===== src/hdl/dtp_pkg.sv =====
package dtp_pkg;

  localparam int unsigned CFG_ADDR_W = 4;
  localparam int unsigned CFG_DATA_W = 32;

  localparam int unsigned ADC_W      = 10;
  localparam int unsigned KEY_W      = 4;
  localparam int unsigned SETPOINT_W = 10;
  localparam int unsigned DEADBAND_W = 7;
  localparam int unsigned DUTY_W     = 8;
  localparam int unsigned PAGE_W     = 2;

  localparam int unsigned TEMP_W = 19;
  localparam int unsigned BAND_W = 17;

  localparam int unsigned ADC_SCALE    = 489;
  localparam int unsigned TENTHS_SCALE = 100;

  localparam logic [DEADBAND_W-1:0] DEADBAND_RESET = 7'd5;
  localparam logic [SETPOINT_W-1:0] MIN_SP_RESET   = 10'd120;
  localparam logic [SETPOINT_W-1:0] MAX_SP_RESET   = 10'd350;
  localparam logic [DUTY_W-1:0]     DUTY_RESET     = 8'd200;
  localparam logic [SETPOINT_W-1:0] SETPOINT_RESET = 10'd220;

  localparam logic [KEY_W-1:0] KEY_UP    = 4'd2;
  localparam logic [KEY_W-1:0] KEY_LEFT  = 4'd4;
  localparam logic [KEY_W-1:0] KEY_RIGHT = 4'd6;
  localparam logic [KEY_W-1:0] KEY_DOWN  = 4'd8;

  localparam logic [PAGE_W-1:0] PAGE_BLANK    = 2'd0;
  localparam logic [PAGE_W-1:0] PAGE_FIRST    = 2'd1;
  localparam logic [PAGE_W-1:0] PAGE_SETPOINT = 2'd3;

  localparam logic [1:0] REG_DEADBAND = 2'd0;
  localparam logic [1:0] REG_MIN_SP   = 2'd1;
  localparam logic [1:0] REG_MAX_SP   = 2'd2;
  localparam logic [1:0] REG_DUTY     = 2'd3;

  typedef enum logic [1:0] {
    CMD_TICK   = 2'd0,
    CMD_SAMPLE = 2'd1,
    CMD_KEY    = 2'd2,
    CMD_NONE   = 2'd3
  } cmd_e_t;

  typedef struct packed {
    logic [DEADBAND_W-1:0] deadband_tenths;
    logic [SETPOINT_W-1:0] min_setpoint_tenths;
    logic [SETPOINT_W-1:0] max_setpoint_tenths;
    logic [DUTY_W-1:0]     drive_duty;
  } cfg_t;

  typedef struct packed {
    logic                  heater_on;
    logic                  cooler_on;
    logic [PAGE_W-1:0]     display_index;
    logic [SETPOINT_W-1:0] setpoint_out;
  } result_t;

endpackage


===== src/hdl/dtp_cfg.sv =====
module dtp_cfg (
  input  logic                            clk,
  input  logic                            rst,
  input  logic                            psel,
  input  logic                            penable,
  input  logic                            pwrite,
  input  logic [dtp_pkg::CFG_ADDR_W-1:0]  paddr,
  input  logic [dtp_pkg::CFG_DATA_W-1:0]  pwdata,
  output logic [dtp_pkg::CFG_DATA_W-1:0]  prdata,
  output logic                            pready,
  output dtp_pkg::cfg_t                   cfg
);

  logic [1:0] reg_index;
  logic       wr_en;

  assign pready    = 1'b1;
  assign reg_index = paddr[3:2];
  assign wr_en     = psel && penable && pwrite && pready;

  always_ff @(posedge clk) begin
    if (rst) begin
      cfg.deadband_tenths     <= dtp_pkg::DEADBAND_RESET;
      cfg.min_setpoint_tenths <= dtp_pkg::MIN_SP_RESET;
      cfg.max_setpoint_tenths <= dtp_pkg::MAX_SP_RESET;
      cfg.drive_duty          <= dtp_pkg::DUTY_RESET;
    end else if (wr_en) begin
      unique case (reg_index)
        dtp_pkg::REG_DEADBAND: begin
          cfg.deadband_tenths <= pwdata[dtp_pkg::DEADBAND_W-1:0];
        end
        dtp_pkg::REG_MIN_SP: begin
          cfg.min_setpoint_tenths <= pwdata[dtp_pkg::SETPOINT_W-1:0];
        end
        dtp_pkg::REG_MAX_SP: begin
          cfg.max_setpoint_tenths <= pwdata[dtp_pkg::SETPOINT_W-1:0];
        end
        dtp_pkg::REG_DUTY: begin
          cfg.drive_duty <= pwdata[dtp_pkg::DUTY_W-1:0];
        end
      endcase
    end
  end

  always_comb begin
    prdata = '0;
    unique case (reg_index)
      dtp_pkg::REG_DEADBAND: begin
        prdata[dtp_pkg::DEADBAND_W-1:0] = cfg.deadband_tenths;
      end
      dtp_pkg::REG_MIN_SP: begin
        prdata[dtp_pkg::SETPOINT_W-1:0] = cfg.min_setpoint_tenths;
      end
      dtp_pkg::REG_MAX_SP: begin
        prdata[dtp_pkg::SETPOINT_W-1:0] = cfg.max_setpoint_tenths;
      end
      dtp_pkg::REG_DUTY: begin
        prdata[dtp_pkg::DUTY_W-1:0] = cfg.drive_duty;
      end
    endcase
  end

endmodule


===== src/hdl/dtp_core.sv =====
module dtp_core (
  input  logic                           clk,
  input  logic                           rst,
  input  logic                           adv,
  input  dtp_pkg::cmd_e_t                cmd,
  input  logic [dtp_pkg::ADC_W-1:0]      adc_sample,
  input  logic [dtp_pkg::KEY_W-1:0]      key_value,
  input  dtp_pkg::cfg_t                  cfg,
  output dtp_pkg::result_t               result
);

  logic [dtp_pkg::SETPOINT_W-1:0] setpoint;
  logic [dtp_pkg::SETPOINT_W-1:0] setpoint_next;
  logic                           heat_demand;
  logic                           heat_demand_next;
  logic                           cool_demand;
  logic                           cool_demand_next;
  logic [dtp_pkg::DUTY_W-1:0]     pwm_count;
  logic [dtp_pkg::DUTY_W-1:0]     pwm_count_next;
  logic [dtp_pkg::PAGE_W-1:0]     page;
  logic [dtp_pkg::PAGE_W-1:0]     page_next;

  logic [dtp_pkg::TEMP_W-1:0]       temp;
  logic                             lo_valid;
  logic [dtp_pkg::SETPOINT_W-1:0]   lo_diff;
  logic [dtp_pkg::SETPOINT_W:0]     hi_sum;
  logic [dtp_pkg::BAND_W-1:0]       lo_band;
  logic [dtp_pkg::BAND_W-1:0]       hi_band;
  logic                             heat_sample;
  logic                             cool_sample;

  logic [dtp_pkg::PAGE_W-1:0]       page_key;
  logic                             on_sp_page;
  logic signed [11:0]               sp_step;
  logic signed [11:0]               sp_upper;
  logic signed [11:0]               sp_lower;
  logic signed [11:0]               max_s;
  logic signed [11:0]               min_s;

  assign temp     = {9'd0, adc_sample} * dtp_pkg::TEMP_W'(dtp_pkg::ADC_SCALE);
  assign lo_valid = setpoint >= {3'd0, cfg.deadband_tenths};
  assign lo_diff  = setpoint - {3'd0, cfg.deadband_tenths};
  assign hi_sum   = {1'b0, setpoint} + {4'd0, cfg.deadband_tenths};
  assign lo_band  = {7'd0, lo_diff} * dtp_pkg::BAND_W'(dtp_pkg::TENTHS_SCALE);
  assign hi_band  = {6'd0, hi_sum} * dtp_pkg::BAND_W'(dtp_pkg::TENTHS_SCALE);

  assign heat_sample = lo_valid && (temp < {2'd0, lo_band});
  assign cool_sample = !heat_sample && (temp > {2'd0, hi_band});

  assign on_sp_page = page == dtp_pkg::PAGE_SETPOINT;
  assign max_s      = $signed({2'd0, cfg.max_setpoint_tenths});
  assign min_s      = $signed({2'd0, cfg.min_setpoint_tenths});

  always_comb begin
    priority if (key_value == dtp_pkg::KEY_RIGHT) begin
      page_key = (page == dtp_pkg::PAGE_SETPOINT) ? dtp_pkg::PAGE_FIRST : page + 2'd1;
    end else if (key_value == dtp_pkg::KEY_LEFT) begin
      page_key = (page <= dtp_pkg::PAGE_FIRST) ? dtp_pkg::PAGE_SETPOINT : page - 2'd1;
    end else begin
      page_key = (page == dtp_pkg::PAGE_BLANK) ? dtp_pkg::PAGE_SETPOINT : page;
    end

    sp_step = $signed({2'd0, setpoint});
    if (on_sp_page && key_value == dtp_pkg::KEY_UP) begin
      sp_step = sp_step + 12'sd1;
    end else if (on_sp_page && key_value == dtp_pkg::KEY_DOWN) begin
      sp_step = sp_step - 12'sd1;
    end

    sp_upper = (sp_step > max_s) ? max_s : sp_step;
    sp_lower = (sp_upper < min_s) ? min_s : sp_upper;
  end

  always_comb begin
    setpoint_next    = setpoint;
    heat_demand_next = heat_demand;
    cool_demand_next = cool_demand;
    pwm_count_next   = pwm_count;
    page_next        = page;
    unique case (cmd)
      dtp_pkg::CMD_TICK: begin
        pwm_count_next = pwm_count + 8'd1;
      end
      dtp_pkg::CMD_SAMPLE: begin
        heat_demand_next = heat_sample;
        cool_demand_next = cool_sample;
      end
      dtp_pkg::CMD_KEY: begin
        page_next     = page_key;
        setpoint_next = sp_lower[dtp_pkg::SETPOINT_W-1:0];
      end
      dtp_pkg::CMD_NONE: begin
      end
    endcase
  end

  always_ff @(posedge clk) begin
    if (rst) begin
      setpoint    <= dtp_pkg::SETPOINT_RESET;
      heat_demand <= 1'b0;
      cool_demand <= 1'b0;
      pwm_count   <= '0;
      page        <= dtp_pkg::PAGE_BLANK;
    end else if (adv) begin
      setpoint    <= setpoint_next;
      heat_demand <= heat_demand_next;
      cool_demand <= cool_demand_next;
      pwm_count   <= pwm_count_next;
      page        <= page_next;
    end
  end

  always_comb begin
    result.heater_on     = heat_demand_next && (pwm_count_next < cfg.drive_duty);
    result.cooler_on     = cool_demand_next && (pwm_count_next < cfg.drive_duty);
    result.display_index = page_next;
    result.setpoint_out  = setpoint_next;
  end

  a_demand_exclusive: assert property (@(posedge clk) disable iff (rst)
    !(heat_demand && cool_demand))
    else $error("heat and cool demand both set");

  a_key_leaves_blank: assert property (@(posedge clk) disable iff (rst)
    (adv && cmd == dtp_pkg::CMD_KEY) |=> (page != dtp_pkg::PAGE_BLANK))
    else $error("page left at blank after a key");

  a_setpoint_clamped: assert property (@(posedge clk) disable iff (rst)
    (adv && cmd == dtp_pkg::CMD_KEY
      && cfg.min_setpoint_tenths <= cfg.max_setpoint_tenths)
    |=> (setpoint <= $past(cfg.max_setpoint_tenths)
      && setpoint >= $past(cfg.min_setpoint_tenths)))
    else $error("setpoint outside its limits after a key");

endmodule


===== src/hdl/deadband_thermostat_pwm.sv =====
// Thermostat with a deadband and PWM drive. Each item is a timer tick, a temperature sample
// or a key press, and it produces exactly one result item with the heater and cooler levels,
// the menu page and the setpoint, all taken after the item is applied. The block accepts
// one item per clock cycle while m_tready is high; an accepted item waits in the input
// register until the result register is free, and its result then passes the single
// update stage into the result register. The result register lets a new item enter while
// a finished result waits to be taken.
// Registers on the APB port sit at byte offsets 0 (deadband), 4 (minimum setpoint),
// 8 (maximum setpoint) and 12 (drive duty); write them only while no item is in flight.
module deadband_thermostat_pwm (
  input  logic                            clk,
  input  logic                            rst,
  input  logic                            s_tvalid,
  output logic                            s_tready,
  input  logic [15:0]                     s_tdata,   // adc_sample[9:0], key_value[13:10]
  input  logic [1:0]                      s_tuser,   // cmd[1:0]
  output logic                            m_tvalid,
  input  logic                            m_tready,
  output logic [15:0]                     m_tdata,   // heater_on, cooler_on,
                                                     // display_index[3:2], setpoint_out[13:4]
  input  logic                            psel,
  input  logic                            penable,
  input  logic                            pwrite,
  input  logic [dtp_pkg::CFG_ADDR_W-1:0]  paddr,
  input  logic [dtp_pkg::CFG_DATA_W-1:0]  pwdata,
  output logic [dtp_pkg::CFG_DATA_W-1:0]  prdata,
  output logic                            pready
);

  dtp_pkg::cfg_t                  cfg;
  dtp_pkg::result_t               result;
  dtp_pkg::result_t               out_result;

  logic                           in_valid;
  dtp_pkg::cmd_e_t                in_cmd;
  logic [dtp_pkg::ADC_W-1:0]      in_adc;
  logic [dtp_pkg::KEY_W-1:0]      in_key;
  logic                           advance;
  logic                           take;

  assign advance  = in_valid && (!m_tvalid || m_tready);
  assign s_tready = !in_valid || advance;
  assign take     = s_tvalid && s_tready;

  dtp_cfg u_cfg (
    .clk     (clk),
    .rst     (rst),
    .psel    (psel),
    .penable (penable),
    .pwrite  (pwrite),
    .paddr   (paddr),
    .pwdata  (pwdata),
    .prdata  (prdata),
    .pready  (pready),
    .cfg     (cfg)
  );

  dtp_core u_core (
    .clk        (clk),
    .rst        (rst),
    .adv        (advance),
    .cmd        (in_cmd),
    .adc_sample (in_adc),
    .key_value  (in_key),
    .cfg        (cfg),
    .result     (result)
  );

  always_ff @(posedge clk) begin
    if (rst) begin
      in_valid <= 1'b0;
    end else if (take) begin
      in_valid <= 1'b1;
    end else if (advance) begin
      in_valid <= 1'b0;
    end
  end

  always_ff @(posedge clk) begin
    if (take) begin
      in_cmd <= dtp_pkg::cmd_e_t'(s_tuser);
      in_adc <= s_tdata[9:0];
      in_key <= s_tdata[13:10];
    end
  end

  always_ff @(posedge clk) begin
    if (rst) begin
      m_tvalid <= 1'b0;
    end else if (advance) begin
      m_tvalid <= 1'b1;
    end else if (m_tready) begin
      m_tvalid <= 1'b0;
    end
  end

  always_ff @(posedge clk) begin
    if (advance) begin
      out_result <= result;
    end
  end

  assign m_tdata = {2'd0, out_result.setpoint_out, out_result.display_index,
                    out_result.cooler_on, out_result.heater_on};

  a_ready_when_empty: assert property (@(posedge clk) disable iff (rst)
    !m_tvalid |-> s_tready)
    else $error("input stalled with an empty result register");

  a_advance_fills_output: assert property (@(posedge clk) disable iff (rst)
    advance |=> m_tvalid)
    else $error("result register not loaded after an item advanced");

  a_held_item_stays: assert property (@(posedge clk) disable iff (rst)
    (in_valid && !advance) |=> (in_valid && $stable(in_cmd)))
    else $error("held item lost from the input register");

endmodule


===== config.mk =====
export PLATFORM = sky130hd
export DESIGN_NAME = deadband_thermostat_pwm
export DESIGN_NICKNAME = d
export VERILOG_FILES = /design/src/hdl/dtp_pkg.sv /design/src/hdl/dtp_cfg.sv /design/src/hdl/dtp_core.sv /design/src/hdl/deadband_thermostat_pwm.sv
export SDC_FILE = /design/constraint.sdc
export NUM_CORES = 1
export LEC_CHECK = 0
export BUFFER_PORTS_ARGS = -buffer_cell sky130_fd_sc_hd__buf_2
export CAP_MARGIN = 0
export CELL_PAD_IN_SITES_DETAIL_PLACEMENT = 1
export CELL_PAD_IN_SITES_GLOBAL_PLACEMENT = 2
export CORE_ASPECT_RATIO = 1.75
export CORE_MARGIN = 2
export CORE_UTILIZATION = 40
export CTS_CLUSTER_SIZE = 28
export DETAILED_ROUTE_END_ITERATION = 16
export HOLD_SLACK_MARGIN = 0.08
export PLACE_DENSITY_LB_ADDON = 0.1
export SLEW_MARGIN = 25
export SYNTH_ARGS = -nofsm -noshare
export SYNTH_HDL_FRONTEND = slang
export SYNTH_SLANG_ARGS = --single-unit

===== constraint.sdc =====
create_clock -name clk -period 14.8 [get_ports clk]
set_input_delay 0.74 -clock clk [delete_from_list [all_inputs] [get_ports clk]]
set_output_delay 0.74 -clock clk [all_outputs]
set_load 0.05 [all_outputs]

==> results of run 1 <==
## critical path, delay by kind of cell, from the launching register on
kind | cells | cell delay, ns
AND/OR/NAND/NOR | 7 | 1.98
AO/OA/AOI/OAI | 7 | 1.69
multiplexers | 3 | 1.09
adder cells (fa/ha/maj) | 3 | 0.84
flip-flops | 1 | 0.46
buffers and inverters | 1 | 0.18
XOR/XNOR | 1 | 0.13
## cells in the final DEF, fill, tap and decap left out, types with 9 or more instances in the layout
| master | count |
|---|---|
| a211o_1 | 14 |
| a21o_1 | 12 |
| a21oi_1 | 72 |
| buf_2 | 60 |
| clkbuf_16 | 9 |
| conb_1 | 25 |
| dfxtp_1 | 59 |
| edfxtp_1 | 30 |
| fa_1 | 40 |
| ha_1 | 199 |
| inv_1 | 146 |
| mux2i_1 | 29 |
| nand2_1 | 79 |
| nand2b_1 | 10 |
| nand3_1 | 19 |
| nand4_1 | 11 |
| nor2_1 | 76 |
| nor2b_1 | 15 |
| nor3_1 | 12 |
| o21ai_0 | 28 |
| o21ai_1 | 15 |
| o21bai_1 | 9 |
| xnor2_1 | 43 |
| xor2_1 | 33 |
## through the flow
step | hold WS (ns) | instance area, um2 | power (mW)
finish | 0.490 | 10900 | 1.40
global route | 0.528 | 10900 | 1.56
CTS | 0.492 | 10900 | 1.43
detailed placement | 0.480 | 10600 | 1.19
global placement | 0.470 | 10600 | 1.17
floorplan | 0.452 | 10200 | 0.955
## report_power, final
part | internal [mW] | switching [mW]
sequential | 0.262 | 0.0117
combinational | 0.367 | 0.526
clock | 0.119 | 0.117
## final cells by class
| class | instances | area [um2] |
|---|---|---|
| clock buffer | 9 | 225 |
| tap | 316 | 395 |
| timing repair buffer | 62 | 315 |
| multi-input combinational | 867 | 7270 |
| fill | 3007 | 14200 |
| clock inverter | 7 | 75.1 |
| sequential | 89 | 2080 |
| inverter | 147 | 552 |
## final timing paths
kind | to | slack [ns]
min reg2reg | u_core.heat_demand | 0.49
max reg2reg | m_tdata[10] | 8.17
min | u_core.heat_demand | 0.49
max | m_tdata[10] | 8.17
## synthesized netlist by cell type, drive strengths merged, types with 4 or more instances
library cell,n,area share
inv,146,0.054
fa,40,0.079
a222oi,8,0.0079
and3,5,0.0031
a21o,12,0.0089
a211oi,9,0.0076
nand4,11,0.0068
mux2i,29,0.029
nor4,4,0.0025
nand2b,10,0.0062
o21ai,43,0.021
a21oi,72,0.035
nand2,80,0.030
dfxtp,59,0.12
nor2b,17,0.011
nor2,76,0.028
xnor2,44,0.039
a211o,14,0.012
edfxtp,30,0.089
ha,199,0.25
o21bai,9,0.0066
nor3,12,0.0059
o21a,8,0.0059
and4,4,0.0034
nand3,19,0.0094
mux2,11,0.013
o211ai,8,0.0059
xor2,33,0.028
nor3b,4,0.0041
and2,5,0.0031
buf,35,0.024
a311o,6,0.0059
clkbuf,26,0.0096
a31oi,7,0.0043
## registers in the layout, indices dropped and copies added (netlist names)
signal and count:
u_core.page 2, in_adc 10, u_cfg.cfg 35, u_core.cool_demand 1, m_tdata 14, u_core.setpoint 10
in_valid 1, in_key 4, u_core.heat_demand 1, in_cmd 2, u_core.pwm_count 8, m_tvalid 1
## cells by family (layout without fill, tap and decap cells)
group,after synthesis,in the layout
adder cells (fa/ha/maj),239,239
multiplexers,40,40
XOR/XNOR,77,77
other,2,25
AO/OA/AOI/OAI,225,225
buffers and inverters,208,225
flip-flops,89,89
AND/OR/NAND/NOR,261,261
## per-layer routing
layer	vias to the layer above	share of wire	wire [um]
met5	-	0	0
met4	0	0.039	1100
met3	44	0.012	335
met2	88	0.59	16500
met1	3818	0.36	10100
li1	3967	-	-
==> results_dict.tcl, run 1 <==
set metrics [dict create \
    status "complete, no violations" \
    drcViolationCount 0 \
    cts-resized-gates 0 \
    use_met3 0.0159 \
    slowest_delay_ns 0.57 \
    drv_cap 0 \
    wl_per_cell_um 18.7 \
    io_buffers 60 \
    leakagePower_nw 5.16 \
    numCtsBuffers 9 \
    synth_edf_count 30 \
    pre_cts_ws_ns 8.07 \
    clockBufferDepth 2 \
    synth_cell_types 79 \
    path_cells "inv_1 -> ha_1 -> nor4bb_1 -> and2_1 -> nand2_1 -> o21ai_0 -> xor2_1 -> ha_1 -> nand4_1 -> a311o_1 -> a31oi_1 -> nand2b_1 -> mux2_2 -> ha_1 -> a211oi_1 -> o21ai_1 -> a21oi_1 -> nand3_1 -> mux2_2 -> nand2_4 -> mux2i_1 -> o21ai_1" \
    dp_hpwl_um 23900 \
    cts_root_buf "clkbuf_16" \
    endpoint_kind "flip-flop" \
    antenna_found_initial 0 \
    slowest_stage "nor4bb_1" \
    drive_above_1_share 0.0838 \
    finalHoldViolations 0 \
    period_minus_slack_ns 6.63 \
    vias_per_cell 5.29 \
    grt_util_met1 0.202 \
    syn-cell-area_um2 10200 \
    synthMuxAreaShare 0.0415 \
    reg2reg_from "u_core.setpoint[1]" \
    drt_wl_total_um 28000 \
    placed_cells 1481 \
    grt_pass1_wl_um 45200 \
    rsz0062_at_grt "false" \
    drv_slew 0 \
    clk_pin_slew_ns 0.08 \
    reg2reg_depth 22 \
    detail-route-antenna-nets 0 \
    fmax_ghz 0.151 \
    clock_latency_ns 0.37 \
    firstDrtPassIters 5 \
    crit_path_start "u_core.setpoint[1]" \
    async_flop_share 0 \
    die_area_um2 26700 \
    cts_setup_buffers 0 \
    post-route-util 0.434 \
    grt_usage 0.214 \
    grt_max_degree 65 \
    relSlewSlack 0.394 \
    setup_viol 0 \
    setup_ws_ns 8.17 \
    grt.busiest_layer "met2" \
    initial_core_util 0.404 \
    start_kind "flip-flop" \
    cts_hold_buf 0 \
    path_class "flip-flop to flip-flop" \
    instances_no_fill 1497 \
    first_iter_violations 281 \
    cp_data_required_time_ns 14.91 \
    netlist_instances 1141 \
    crit_top_cell "ha_1" \
    gp_congestion 0.845 \
    gr-usage-met2 0.451 \
    synth_top_family_by_area "adder cells" \
    crit_arrival_ns 6.74 \
    finalSetupTns_ns 0 \
    grt_overflow_total 0 \
    synth-warning-count 0 \
    htreeDepth 3 \
    max-vdd-ir-drop_mv 0.0756 \
    ys.flop_type "dfxtp_1" \
    die_w_um 124 \
    ioPinCount 112 \
    tightest_slew_ns 0.908 \
    core_um2 25100 \
    min_path_cells 2 \
    num_rows 77 \
    power.density_nw_per_um2 128 \
    clock-sinks 89 \
    cts_tree "built" \
    synth-simple-area-share 0.127 \
    grt_pass1_vias 8807 \
    synthXorXnorAreaFrac 0.0671 \
    seq_area_frac_synth 0.205 \
    hold_path.class "flip-flop to flip-flop" \
    syn_avg_cell_area_um2 8.90 \
    die_h_um 215 \
    area_delta_synth_final_pct 7.41 \
    synthAdderAreaFrac 0.324 \
    path_max_fanout 19 \
    nets 1476 \
    min-delay-start "u_core.heat_demand" \
    synth_compound_area_frac 0.147 \
    finalClockSkew_ns 0.0133 \
    vias 7917 \
    ys_ff_latch 89 \
    antenna_cells 0 \
    fin_crit_sh 0.448 \
]
(Power assumes the default switching activity.)
==> inputs of run 2 (changes only) <==
ABC_AREA = 1   (was default)
CORE_UTILIZATION = 33   (was 40)
clock period = 5.8 ns   (was 14.8 ns; I/O delays follow)
==> results_dict.tcl, run 2 <==
set metrics [dict create \
    finalHoldViolations 0 \
    grt_pass1_vias 9463 \
    synth_edf_count 30 \
    cts_root_buf "clkbuf_16" \
    intPower_mw 3.49 \
    yosysMostFrequentCell "inv_1" \
    cts_tree "built" \
    io_buffers 60 \
    setup_ws_ns 0.275 \
    power.density_nw_per_um2 519 \
    grt_max_degree 37 \
    syn-cell-area_um2 10000 \
    drt_wl_total_um 32500 \
    first_iter_violations 253 \
    post-route-util 0.429 \
    crit_buf_inv 9 \
    synth.area.top_cells "ha_1 (25%), dfxtp_1 (12%), edfxtp_1 (9.0%), inv_1 (8.3%), fa_1 (8.0%)" \
    total_power_mw 6.68 \
    netlist_instances 1252 \
    relSlewSlack 0.345 \
    clock-sinks 89 \
    drv_slew 0 \
    pre_cts_ws_ns -0.270 \
    finalClockSkew_ns 0.0130 \
    antenna_cells 0 \
    hold_path.class "input port to flip-flop" \
    slowest_delay_ns 0.48 \
    tightest_slew_ns 0.979 \
    synth_top_area_cell "ha_1" \
    drive_above_1_share 0.269 \
    syn_avg_cell_area_um2 7.99 \
    num_rows 84 \
    largest_reg_flops 35 \
    firstDrtPassIters 4 \
    area_delta_synth_final_pct 28.6 \
    die_h_um 234 \
    detail-route-antenna-nets 0 \
    synth_top_area_frac 0.249 \
    slowest_stage "fa_1" \
    fmax_ghz 0.181 \
    max-vdd-ir-drop_mv 0.401 \
    numCtsBuffers 9 \
    clock_latency_ns 0.37 \
    vias 8948 \
    ioPinCount 112 \
    clockBufferDepth 2 \
    power_frac_clock 0.092 \
    drcViolationCount 0 \
    synth_commonest_cells "inv_1 (220), ha_1 (199), nand2_1 (154), a21oi_1 (126), o21ai_0 (77)" \
    switching_share 0.477 \
    synth_cell_types 51 \
    async_flop_share 0 \
    grt_usage 0.208 \
    wl_per_cell_um 17.6 \
    crit_family "adder cells" \
    crit_arrival_ns 5.73 \
    p_comb_frac 0.802 \
    nets 1755 \
    ys.flop_type "dfxtp_1" \
    endpoint_kind "flip-flop" \
    cp_data_required_time_ns 6.01 \
    final_cell_mix "inv_1 (194), ha_1 (174), buf_4 (146)" \
    layout_commonest_cell "inv_1" \
    die_area_um2 31800 \
    grt_overflow_total 0 \
    seq_area_frac_synth 0.208 \
    p_sw_mw 3.19 \
    status "complete, no violations" \
    setup_viol 0 \
    htreeDepth 3 \
    antenna_found_initial 0 \
    core_um2 30000 \
    fin_crit_sh 0.953 \
    path_max_fanout 3 \
    crit_top_cell "buf_4" \
    synth-warning-count 0 \
    start_kind "flip-flop" \
    grt_pass1_wl_um 50000 \
    fin_area_um2 12900 \
    drv_cap 0 \
    dp_hpwl_um 26700 \
    gp_congestion 0.824 \
    path_class "flip-flop to flip-flop" \
    rsz0062_at_grt "true" \
    die_w_um 136 \
    vias_per_cell 4.84 \
    fill_cells 3649 \
    clk_pin_slew_ns 0.08 \
    regMostFlops "u_cfg.cfg" \
    period_minus_slack_ns 5.52 \
    dpl_cell_area_um2 11400 \
    initial_core_util 0.334 \
    leakagePower_nw 6.44 \
    ys_ff_latch 89 \
    sequentialPowerShare 0.106 \
]
-- run 2: changes by cell type in the layout (fill, tap and decap cells not counted), moves of 20 or more --
cell and delta:
buf_4 +144, nand2_1 +66, inv_1 +48, o21ai_0 +41
a21oi_1 +34, inv_2 +32, mux2i_1 -29, xnor2_1 -28
ha_1 -25, nand3_1 +24, ha_4 +20, nor2_1 -20
-- run 2: cell families (layout without fill, tap and decap cells) --
logic type / count (synthesis) / in the layout / share of synthesized area
other: 2 / 25 / 0.000751
AND/OR/NAND/NOR: 310 / 310 / 0.140
adder cells (fa/ha/maj): 239 / 239 / 0.329
buffers and inverters: 282 / 467 / 0.117
XOR/XNOR: 72 / 72 / 0.0630
AO/OA/AOI/OAI: 258 / 258 / 0.142
flip-flops: 89 / 89 / 0.208
-- run 2: stage by stage --
stage               hold WS, ns  setup TNS [ns]  std cells
global placement          0.467          -0.451       1782
detailed placement        0.468          -0.769       1782
global route             0.0840          -0.184       1847
finish                   0.0954               0       1847
CTS                      0.0803         -0.0199       1831
floorplan                 0.389               0       1275
-- run 2: timing repair --
action                                  in CTS  in global routing
pin swaps                                   30                113
buffers inserted                            25                 18
resized for setup                           38                129
endpoints found under the setup margin       4                  4
gates cloned                                 0                  0
hold endpoints to repair                     8                  0
hold buffers                                 8                  0
-- run 2: layout make-up --
class	count	area, um2	area share
Multi-Input combinational cell	904	7570	0.588
Sequential cell	89	2090	0.162
Timing Repair Buffer	221	1560	0.122
Inverter	230	866	0.0673
Tap cell	387	484	0.0376
Clock buffer	9	225	0.0175
Clock inverter	7	68.8	0.00535
-- run 2: layer usage --
metal,track usage,part of all wire,vias up
li1,-,-,4469
met5,0,0,-
met1,0.188,0.34,4334
met3,0.0218,0.014,48
met4,0.0827,0.036,0
met2,0.448,0.61,97
-- run 2: worst paths after layout --
| path | start | slack [ns] | end | depth (start not counted) |
|---|---|---|---|---|
| hold / removal | s_tdata[8] | 0.1 | in_adc[8] | 1 |
| hold reg to reg | u_core.pwm_count[1] | 0.51 | u_core.pwm_count[1] | 2 |
| setup reg to reg | u_core.setpoint[0] | 0.28 | m_tdata[0] | 34 |
| setup / recovery | u_core.setpoint[0] | 0.28 | m_tdata[0] | 34 |
-- run 2: power groups by stage --
| stage | clock (mW) | sequential (mW) | combinational, mW |
|---|---|---|---|
| 2_1_floorplan | 0 | 0.745 | 2.61 |
| 3_3_place_gp | 0 | 0.721 | 4.10 |
| 3_5_place_dp | 0 | 0.722 | 4.18 |
| 4_1_cts | 0.633 | 0.708 | 4.44 |
| 5_1_grt | 0.649 | 0.713 | 6.04 |
| 6_report | 0.613 | 0.708 | 5.35 |
==> inputs of run 3 (changes only) <==
REMOVE_ABC_BUFFERS = 1   (was default)
==> results_dict.tcl, run 3 (synthesized netlist as in run 2, its figures left out) <==
set metrics [dict create \
    power.density_nw_per_um2 534 \
    finalHoldViolations 0 \
    drv_cap 0 \
    period_minus_slack_ns 5.64 \
    cts_root_buf "clkbuf_16" \
    core_um2 30000 \
    die_w_um 136 \
    pre_cts_ws_ns -0.465 \
    relSlewSlack 0.415 \
    start_kind "flip-flop" \
    vias_per_cell 4.78 \
    clk_pin_slew_ns 0.07 \
    drcViolationCount 0 \
    cp_data_required_time_ns 6.00 \
    dp_hpwl_um 26000 \
    max-vdd-ir-drop_mv 0.458 \
    slowest_delay_ns 0.54 \
    endpoint_kind "flip-flop" \
    vias 8859 \
    instances_no_fill 1853 \
    holdWs_ns 0.101 \
    rsz0062_at_grt "true" \
    status "complete, no violations" \
    leakagePower_nw 6.47 \
    cts_tree "built" \
    clock_latency_ns 0.37 \
    finalClockSkew_ns 0.00661 \
    num_rows 84 \
    fin_crit_sh 0.972 \
    io_buffers 60 \
    grt_usage 0.204 \
    path_class "flip-flop to flip-flop" \
    numCtsBuffers 9 \
    setup_viol 0 \
    placed_cells 1805 \
    drt_wl_total_um 31200 \
    grt_max_degree 37 \
    clockBufferDepth 2 \
    fill_cells 3677 \
    crit_arrival_ns 5.84 \
    tightest_slew_ns 0.874 \
    drv_slew 0 \
    grt_overflow_total 0 \
    largest_reg_flops 35 \
    hold_path.class "input port to flip-flop" \
    drive_above_1_share 0.270 \
    path_max_fanout 3 \
    regMostFlops "u_cfg.cfg" \
    clock-sinks 89 \
    detail-route-antenna-nets 0 \
    ioPinCount 112 \
    wl_per_cell_um 16.8 \
    final_cell_mix "inv_1 (193), ha_1 (171), buf_4 (147)" \
    firstDrtPassIters 4 \
    initial_core_util 0.334 \
    post-route-util 0.432 \
    die_h_um 234 \
    grt_pass1_wl_um 49500 \
    fmax_ghz 0.177 \
    grt_pass1_vias 9709 \
    nets 1761 \
    first_iter_violations 162 \
    slowest_stage "fa_1" \
    area_delta_synth_final_pct 29.5 \
    gp_congestion 0.803 \
    die_area_um2 31800 \
    finalSetupTns_ns 0 \
    htreeDepth 3 \
    layout_commonest_cell "inv_1" \
    antenna_cells 0 \
    antenna_found_initial 0 \
    setup_ws_ns 0.163 \
]
-- run 3: changes by cell type in the layout (fill, tap and decap cells not counted), sizes merged --
cell,previous run,this run
buf,213,214
dlygate4sd3,8,13
clkbuf,9,10
inv,232,231
-- run 3: cell type report --
class                   instances  area [um2]  share of cell area
multi-input cells             904        7610               0.587
flip-flops and latches         89        2090               0.161
repair buffers                227        1620               0.125
inverters                     230         863              0.0666
well taps                     387         484              0.0374
clock buffers                  10         239              0.0184
clock inverters                 6        48.8             0.00377
-- run 3: final timing paths --
check / startpoint / to / slack, ns / cells past startpoint
min: s_tuser[0] / in_cmd[0] / 0.10 / 1
max reg2reg: u_core.setpoint[1] / m_tdata[0] / 0.16 / 31
max: u_core.setpoint[1] / m_tdata[0] / 0.16 / 31
min reg2reg: u_cfg.cfg[0] / u_cfg.cfg[0] / 0.51 / 2
-- run 3: per-layer routing --
| metal | part of all wire | global-route usage |
|---|---|---|
| met2 | 0.61 | 0.437 |
| met1 | 0.34 | 0.189 |
| met4 | 0.034 | 0.0749 |
| met5 | 0 | 0 |
| met3 | 0.014 | 0.0227 |
-- run 3: critical path: cells and delay by family, from the launching register on --
family          cells  cell delay (ns)
compound gates     11             1.58
xor+xnor            2             0.37
fa+ha+maj           6             1.87
buf+inv             6             0.82
flops               1             0.36
simple gates        6             0.47
-- run 3: repair_timing --
action,CTS,global route
hold buffers,13,0
cloned,0,0
buffers inserted,5,17
endpoints found under the setup margin,4,4
hold endpoints to repair,13,0
gates resized for setup,41,131
pin swaps,19,115
-- run 3: through the flow --
step                area (um2)  power (mW)
global route             13000        7.62
global placement         11600        5.01
CTS                      12200        6.01
detailed placement       11600        5.10
floorplan                 9780        3.32
finish                   13000        6.92
-- run 3: power by group --
part | internal (mW) | switching [mW] | leakage [nW]
combinational | 2.69 | 2.93 | 5.55
sequential | 0.682 | 0.0228 | 0.770
clock | 0.309 | 0.287 | 0.144
